## src/hw/rtl/spt_pkg.sv

```systemverilog
// Package for the swing pivot tracker: channel payload types, ring entry,
// scanner request and result records, and the control state type.
// No dependencies.
`default_nettype none

package spt_pkg;

  localparam int PRICE_W = 32;
  localparam int TIME_W  = 41;
  localparam int SEQ_W   = 32;

  // bars needed ahead of the current one before a swing can be tested
  localparam logic [1:0] SEEN_FULL = 2'd2;
  // fewest ring entries that can hold an interior pivot
  localparam int PIVOT_MIN = 3;

  typedef struct packed {
    logic [PRICE_W-1:0] bar_high;
    logic [PRICE_W-1:0] bar_low;
    logic [TIME_W-1:0]  bar_time;
    logic [SEQ_W-1:0]   bar_seq;
  } spt_in_t;

  typedef struct packed {
    logic               new_high_valid;
    logic [PRICE_W-1:0] new_high_price;
    logic               new_low_valid;
    logic [PRICE_W-1:0] new_low_price;
    logic [TIME_W-1:0]  pivot_time;
    logic [SEQ_W-1:0]   pivot_seq;
    logic               mid_high_valid;
    logic [PRICE_W-1:0] mid_high_price;
    logic [TIME_W-1:0]  mid_high_time;
    logic               mid_low_valid;
    logic [PRICE_W-1:0] mid_low_price;
    logic [TIME_W-1:0]  mid_low_time;
  } spt_out_t;

  // one retained swing
  typedef struct packed {
    logic [PRICE_W-1:0] price;
    logic [TIME_W-1:0]  tstamp;
  } spt_entry_t;

  // append request into a ring
  typedef struct packed {
    logic       en;
    spt_entry_t ent;
  } spt_push_t;

  // scan result, done pulses for one cycle
  typedef struct packed {
    logic       done;
    logic       found;
    spt_entry_t ent;
  } spt_pivot_t;

  typedef enum logic [1:0] {
    ST_IDLE,
    ST_SCAN,
    ST_HOLD
  } spt_state_t;

endpackage

`default_nettype wire

```

## src/hw/rtl/spt_ram.sv

```systemverilog
// Generic single-write, single-read synchronous RAM with registered read data.
// No dependencies.
`default_nettype none

module spt_ram #(
  parameter int WIDTH = 8,
  parameter int DEPTH = 16
) (
  input  wire logic                     clk,
  input  wire logic                     we,
  input  wire logic [$clog2(DEPTH)-1:0] waddr,
  input  wire logic [WIDTH-1:0]         wdata,
  input  wire logic                     re,
  input  wire logic [$clog2(DEPTH)-1:0] raddr,
  output logic      [WIDTH-1:0]         rdata
);

  logic [WIDTH-1:0] mem [DEPTH];

  always_ff @(posedge clk) begin
    if (we) begin
      mem[waddr] <= wdata;
    end
    if (re) begin
      rdata <= mem[raddr];
    end
  end

endmodule

`default_nettype wire

```

## src/hw/rtl/spt_scan.sv

```systemverilog
// One swing ring: RAM of retained swings, head/count, and the backward scan
// that finds the newest interior pivot. Depends on spt_pkg and spt_ram.
`default_nettype none

module spt_scan #(
  parameter int RETAIN = 64
) (
  input  wire logic               clk,
  input  wire logic               rst_n,
  input  wire logic               is_high,
  input  wire spt_pkg::spt_push_t push,
  input  wire logic               start,
  output spt_pkg::spt_pivot_t     piv
);
  import spt_pkg::*;

  localparam int AW = $clog2(RETAIN);
  localparam int CW = $clog2(RETAIN + 1);
  localparam int EW = $bits(spt_entry_t);

  logic [AW-1:0]      head_r;
  logic [CW-1:0]      count_r;
  logic [AW-1:0]      rd_ptr_r;
  logic [CW-1:0]      left_r;
  logic               busy_r;
  logic               rvld_r;
  logic               last_r;
  logic [1:0]         fill_r;
  spt_entry_t         mid_r;
  logic [PRICE_W-1:0] newer_r;
  spt_pivot_t         piv_r;

  logic [EW-1:0] rdata;
  spt_entry_t    rd_ent;
  logic          beyond_newer;
  logic          beyond_older;
  logic          hit;
  logic          finish;
  logic          re;

  // ring storage
  spt_ram #(
    .WIDTH (EW),
    .DEPTH (RETAIN)
  ) u_ram (
    .clk   (clk),
    .we    (push.en),
    .waddr (head_r),
    .wdata (push.ent),
    .re    (re),
    .raddr (rd_ptr_r),
    .rdata (rdata)
  );

  assign rd_ent = spt_entry_t'(rdata);

  // window test: mid_r against its newer neighbor and the entry just read
  always_comb begin
    if (is_high) begin
      beyond_newer = mid_r.price > newer_r;
      beyond_older = mid_r.price > rd_ent.price;
    end else begin
      beyond_newer = mid_r.price < newer_r;
      beyond_older = mid_r.price < rd_ent.price;
    end
    hit    = rvld_r && (fill_r == 2'd2) && beyond_newer && beyond_older;
    finish = hit || (rvld_r && last_r);
    re     = busy_r && (left_r != '0) && !finish;
  end

  // append, then scan newest to oldest one read per cycle
  always_ff @(posedge clk) begin
    if (!rst_n) begin
      head_r  <= '0;
      count_r <= '0;
      busy_r  <= 1'b0;
      rvld_r  <= 1'b0;
      last_r  <= 1'b0;
      fill_r  <= '0;
      piv_r   <= '0;
    end else begin
      piv_r.done <= 1'b0;

      if (push.en) begin
        head_r <= (head_r == AW'(RETAIN - 1)) ? '0 : head_r + 1'b1;
        if (count_r != CW'(RETAIN)) begin
          count_r <= count_r + 1'b1;
        end
      end

      if (start) begin
        if (count_r < CW'(PIVOT_MIN)) begin
          piv_r.done  <= 1'b1;
          piv_r.found <= 1'b0;
        end else begin
          busy_r   <= 1'b1;
          rd_ptr_r <= (head_r == '0) ? AW'(RETAIN - 1) : head_r - 1'b1;
          left_r   <= count_r;
          fill_r   <= '0;
          rvld_r   <= 1'b0;
        end
      end else if (busy_r) begin
        if (re) begin
          rd_ptr_r <= (rd_ptr_r == '0) ? AW'(RETAIN - 1) : rd_ptr_r - 1'b1;
          left_r   <= left_r - 1'b1;
          rvld_r   <= 1'b1;
          last_r   <= (left_r == CW'(1));
        end else begin
          rvld_r <= 1'b0;
        end

        if (rvld_r) begin
          newer_r <= mid_r.price;
          mid_r   <= rd_ent;
          if (fill_r != 2'd2) begin
            fill_r <= fill_r + 1'b1;
          end
        end

        if (finish) begin
          busy_r      <= 1'b0;
          rvld_r      <= 1'b0;
          piv_r.done  <= 1'b1;
          piv_r.found <= hit;
          piv_r.ent   <= mid_r;
        end
      end
    end
  end

  assign piv = piv_r;

`ifndef SYNTHESIS
  a_count_cap: assert property (@(posedge clk) disable iff (!rst_n)
    count_r <= CW'(RETAIN))
    else $error("ring count above capacity");
  a_no_push_busy: assert property (@(posedge clk) disable iff (!rst_n)
    busy_r |-> !push.en)
    else $error("ring written during scan");
  a_fill_before_hit: assert property (@(posedge clk) disable iff (!rst_n)
    hit |-> $past(rvld_r) && $past(fill_r) != 2'd0)
    else $error("pivot found before window filled");
`endif

endmodule

`default_nettype wire

```

## config.mk

```make
export PLATFORM = sky130hd
export DESIGN_NAME = spt_scan
export DESIGN_NICKNAME = d
export VERILOG_FILES = /design/src/hw/rtl/spt_pkg.sv /design/src/hw/rtl/spt_ram.sv /design/src/hw/rtl/spt_scan.sv
export SDC_FILE = /design/constraint.sdc
export NUM_CORES = 2
export LEC_CHECK = 0
export ABC_AREA = 0
export BUFFER_PORTS_ARGS = -buffer_cell sky130_fd_sc_hd__buf_2
export CAP_MARGIN = 20
export CORE_ASPECT_RATIO = 0.8
export CORE_MARGIN = 2
export CORE_UTILIZATION = 35
export CTS_CLUSTER_SIZE = 28
export DETAILED_ROUTE_END_ITERATION = 8
export PLACE_DENSITY_LB_ADDON = 0.25
export SYNTH_ARGS = -nofsm -noshare
export SYNTH_HDL_FRONTEND = slang
export SYNTH_MEMORY_MAX_BITS = 65536
export SYNTH_SLANG_ARGS = --single-unit
```

## constraint.sdc

```tcl
create_clock -name clk -period 9.3 [get_ports clk]
set_clock_uncertainty 0.1 [all_clocks]
set_input_delay 1.395 -clock clk [delete_from_list [all_inputs] [get_ports clk]]
set_output_delay 1.395 -clock clk [all_outputs]
set_load 0.03 [all_outputs]
```

==> results.toml <==
[yosys]
synth_top_family_by_area = "multiplexers"
netlist_area_um2 = 190000
syn_area_per_cell_um2 = 23.5
ys_top_cells_by_area = "edfxtp_1 (77%), mux4_2 (17%), dfxtp_1 (0.98%)"
yosys_warnings = 0
syn_nets = 8239
synth_xor_area_share_pct = 0.0921
synthAdderAreaFrac_pct = 0.487
async_flop_share_pct = 0
yosys.area_share.simple_pct = 1.71
synth-edff-count = 4863
seq_area_frac_synth_pct = 77.7
synth_commonest_cells = "edfxtp_1 (4,863), mux4_2 (1,437), clkbuf_1 (278), buf_2 (141), nand2_1 (124)"
synth_seq_cells = 4956
synth_top_area_cell = "edfxtp_1"
synth.lib_cells_used.distinct = 53
yosysMostFrequentCell = "edfxtp_1"
synthCells = 8087
synth-main-ff-cell = "edfxtp_1"
synth_mux_area_share_pct = 17.7
synth_compound_area_share_pct = 1.05
synth_top_cell_area_share_pct = 76.8

[cells_and_area]
nets = 8693
multi_input_area_um2 = 40600
drive_gt1_share_pct = 29.9
seq_area_um2 = 148000
n_fill_cell = 47100
final_core_util_pct = 40.0
syn2layout_area_growth_pct = 14.1

[global_route]
antenna_found_initial = 79
grt_pass1_wl_um = 752000
grt_usage_pct = 19.5
grt_max_degree = 135
grt-ovfl-total = 0
grt_pass1_vias = 90000

[power]
p_leak_nw = 67.3
powerDensity_nw_per_um2 = 206
ir_drop_mv = 0.182

[sta]
fin_crit_sh_pct = 58.1
worstMarginPinSlew_ps = 1190
finalHoldViolCount = 0
slew_violations = 0
max_freq_ghz = 0.185
worst_hold_slack_ps = 320
rsz0062_at_grt = "false"
period_needed_ps = 5410
max_slew_margin_pct = 20.8
setup_violations = 0
finalSetupTns_ps = 0

[floorplan]
num_rows = 242
initial_core_util_pct = 35.1
dieArea_um2 = 550000
io_pins = 153
die_w_um = 828
core_um2 = 542000
die_h_um = 663

[status]
outcome = "complete, no violations"

[routing]
wire_per_inst_um = 34.0
drc = 0
via_per_inst = 5.66
wl_met2_um = 249000
wl_met1_um = 241000
top_layer = "met5"
vias = 91500
met3_length_um = 46100
drt_iter0_markers = 13400
routed_wl_um = 550000
ant_nets = 0
drt_pre_antenna_iters = 6

[critical_path]
worstSetupPathType = "reg -> reg"
rrSetupSlack_ps = 3890
r2r_start = "mid_r[55]"
critPathRequiredTime_ps = 9860
crit_path_start = "mid_r[55]"
critPathMaxFanout = 45
r2r_cells = 10
start_kind = "flip-flop"
cp-end-kind = "flip-flop"
crit_arrival_ps = 5970

[clock_network]
cts_inserted_buffers = 461
cts.sinks = 4956
clockBufferDepth = 4
cts_resized = 0
clk-insertion-delay-late_ps = 1040
htreeDepth = 5
root_buffer = "clkbuf_16"
cts_tree = "done"
ctsHoldBuffers = 0
cts.clk_slew.worst_paths_ps = 60
cts_setup_buffers = 0

[run]
cap_viol_max_count = 0

[placement]
gp_congestion = 0.805
port_buffers = 152
dp_hpwl_um = 309000

[hold_path]
holdCritPathClass = "reg -> reg"
hold-path-cell-count = 0
min_from = "u_ram.rdata[35]"
==> worst paths after layout <==
kind | end
max | u_ram.rdata[47]
min | mid_r[35]
max reg2reg | u_ram.rdata[47]
min reg2reg | mid_r[35]
==> critical path, stage by stage (launching register included) <==
cell and delay [ps]:
edfxtp_1 440, ha_1 370, a21oi_1 220, nand2_1 70, a221o_1 350, o31ai_1 880, a21oi_1 240, mux2i_4 280
and2_1 210, and3_4 750, buf_4 960
==> placed cells by master, fill, tap and decap left out, types with 16 or more instances in the layout <==
cell	synthesis	layout
o31ai_1	74	74
inv_1	77	77
edfxtp_1	4863	4863
o21ai_0	52	52
clkinvlp_4	0	23
nor2_4	0	59
buf_2	141	151
and4_1	73	73
mux4_2	1437	1437
nand2_1	124	122
buf_4	13	220
o22ai_1	33	33
diode_2	0	16
clkbuf_16	0	462
a21oi_1	93	93
mux2_2	32	32
nor3_1	85	81
clkinv_2	0	97
nand3_1	90	90
dfxtp_1	93	93
or3_1	77	77
nor2_1	111	51
mux2i_1	101	101
buf_12	0	73
bufinv_16	0	55
ha_1	74	74
clkinv_1	1	106
nand4_1	22	22
o221ai_1	32	32
clkbuf_1	278	84
==> stage by stage <==
stage | cells | area [um2] | total power [mW] | worst slack [ps]
floorplan | 8087 | 190000 | 25.4 | 1410
global placement | 15200 | 201000 | 25.9 | 4080
detailed placement | 15200 | 201000 | 26.0 | 4030
CTS | 16100 | 216000 | 45.1 | 4020
global route | 16100 | 217000 | 46.0 | 3780
finish | 16200 | 217000 | 44.8 | 3890
==> power breakdown <==
group	switching, mW	leakage, nW	internal (mW)
sequential	0.0280	44.5	24.6
combinational	0.663	15.3	0.255
clock	8.54	7.40	10.7
==> sequential cells by signal (all words and copies together), names as in the netlist <==
register and count:
head_r 6, rvld_r 1, count_r 7, newer_r 32
fill_r 2, busy_r 1, mid_r 73, u_ram.mem 4672
last_r 1, rd_ptr_r 6, left_r 7, u_ram.rdata 73
piv 75
==> area by class of cell <==
class | count | share of cell area (%)
clock buffers | 550 | 5.50
clock inverters | 316 | 1.51
diodes | 16 | 0.0184
multi-input cells | 2597 | 18.7
repair buffers | 447 | 1.81
well taps | 7198 | 4.15
flip-flops and latches | 4956 | 68.1
inverters | 78 | 0.135
==> per-layer routing <==
layer	GRT usage, %	vias up
met5	0	-
met1	29.4	50700
met4	4.40	6
met3	3.61	711
met2	29.4	4283
li1	-	35800
==> kinds of logic after synthesis <==
| logic type | Yosys count |
|---|---|
| buffers and inverters | 534 |
| AND/OR/NAND/NOR | 619 |
| multiplexers | 1571 |
| AO/OA/AOI/OAI | 313 |
| XOR/XNOR | 20 |
| adder cells (fa/ha/maj) | 74 |
| flip-flops | 4956 |
No activity file was read; power rests on OpenSTA's default activity.
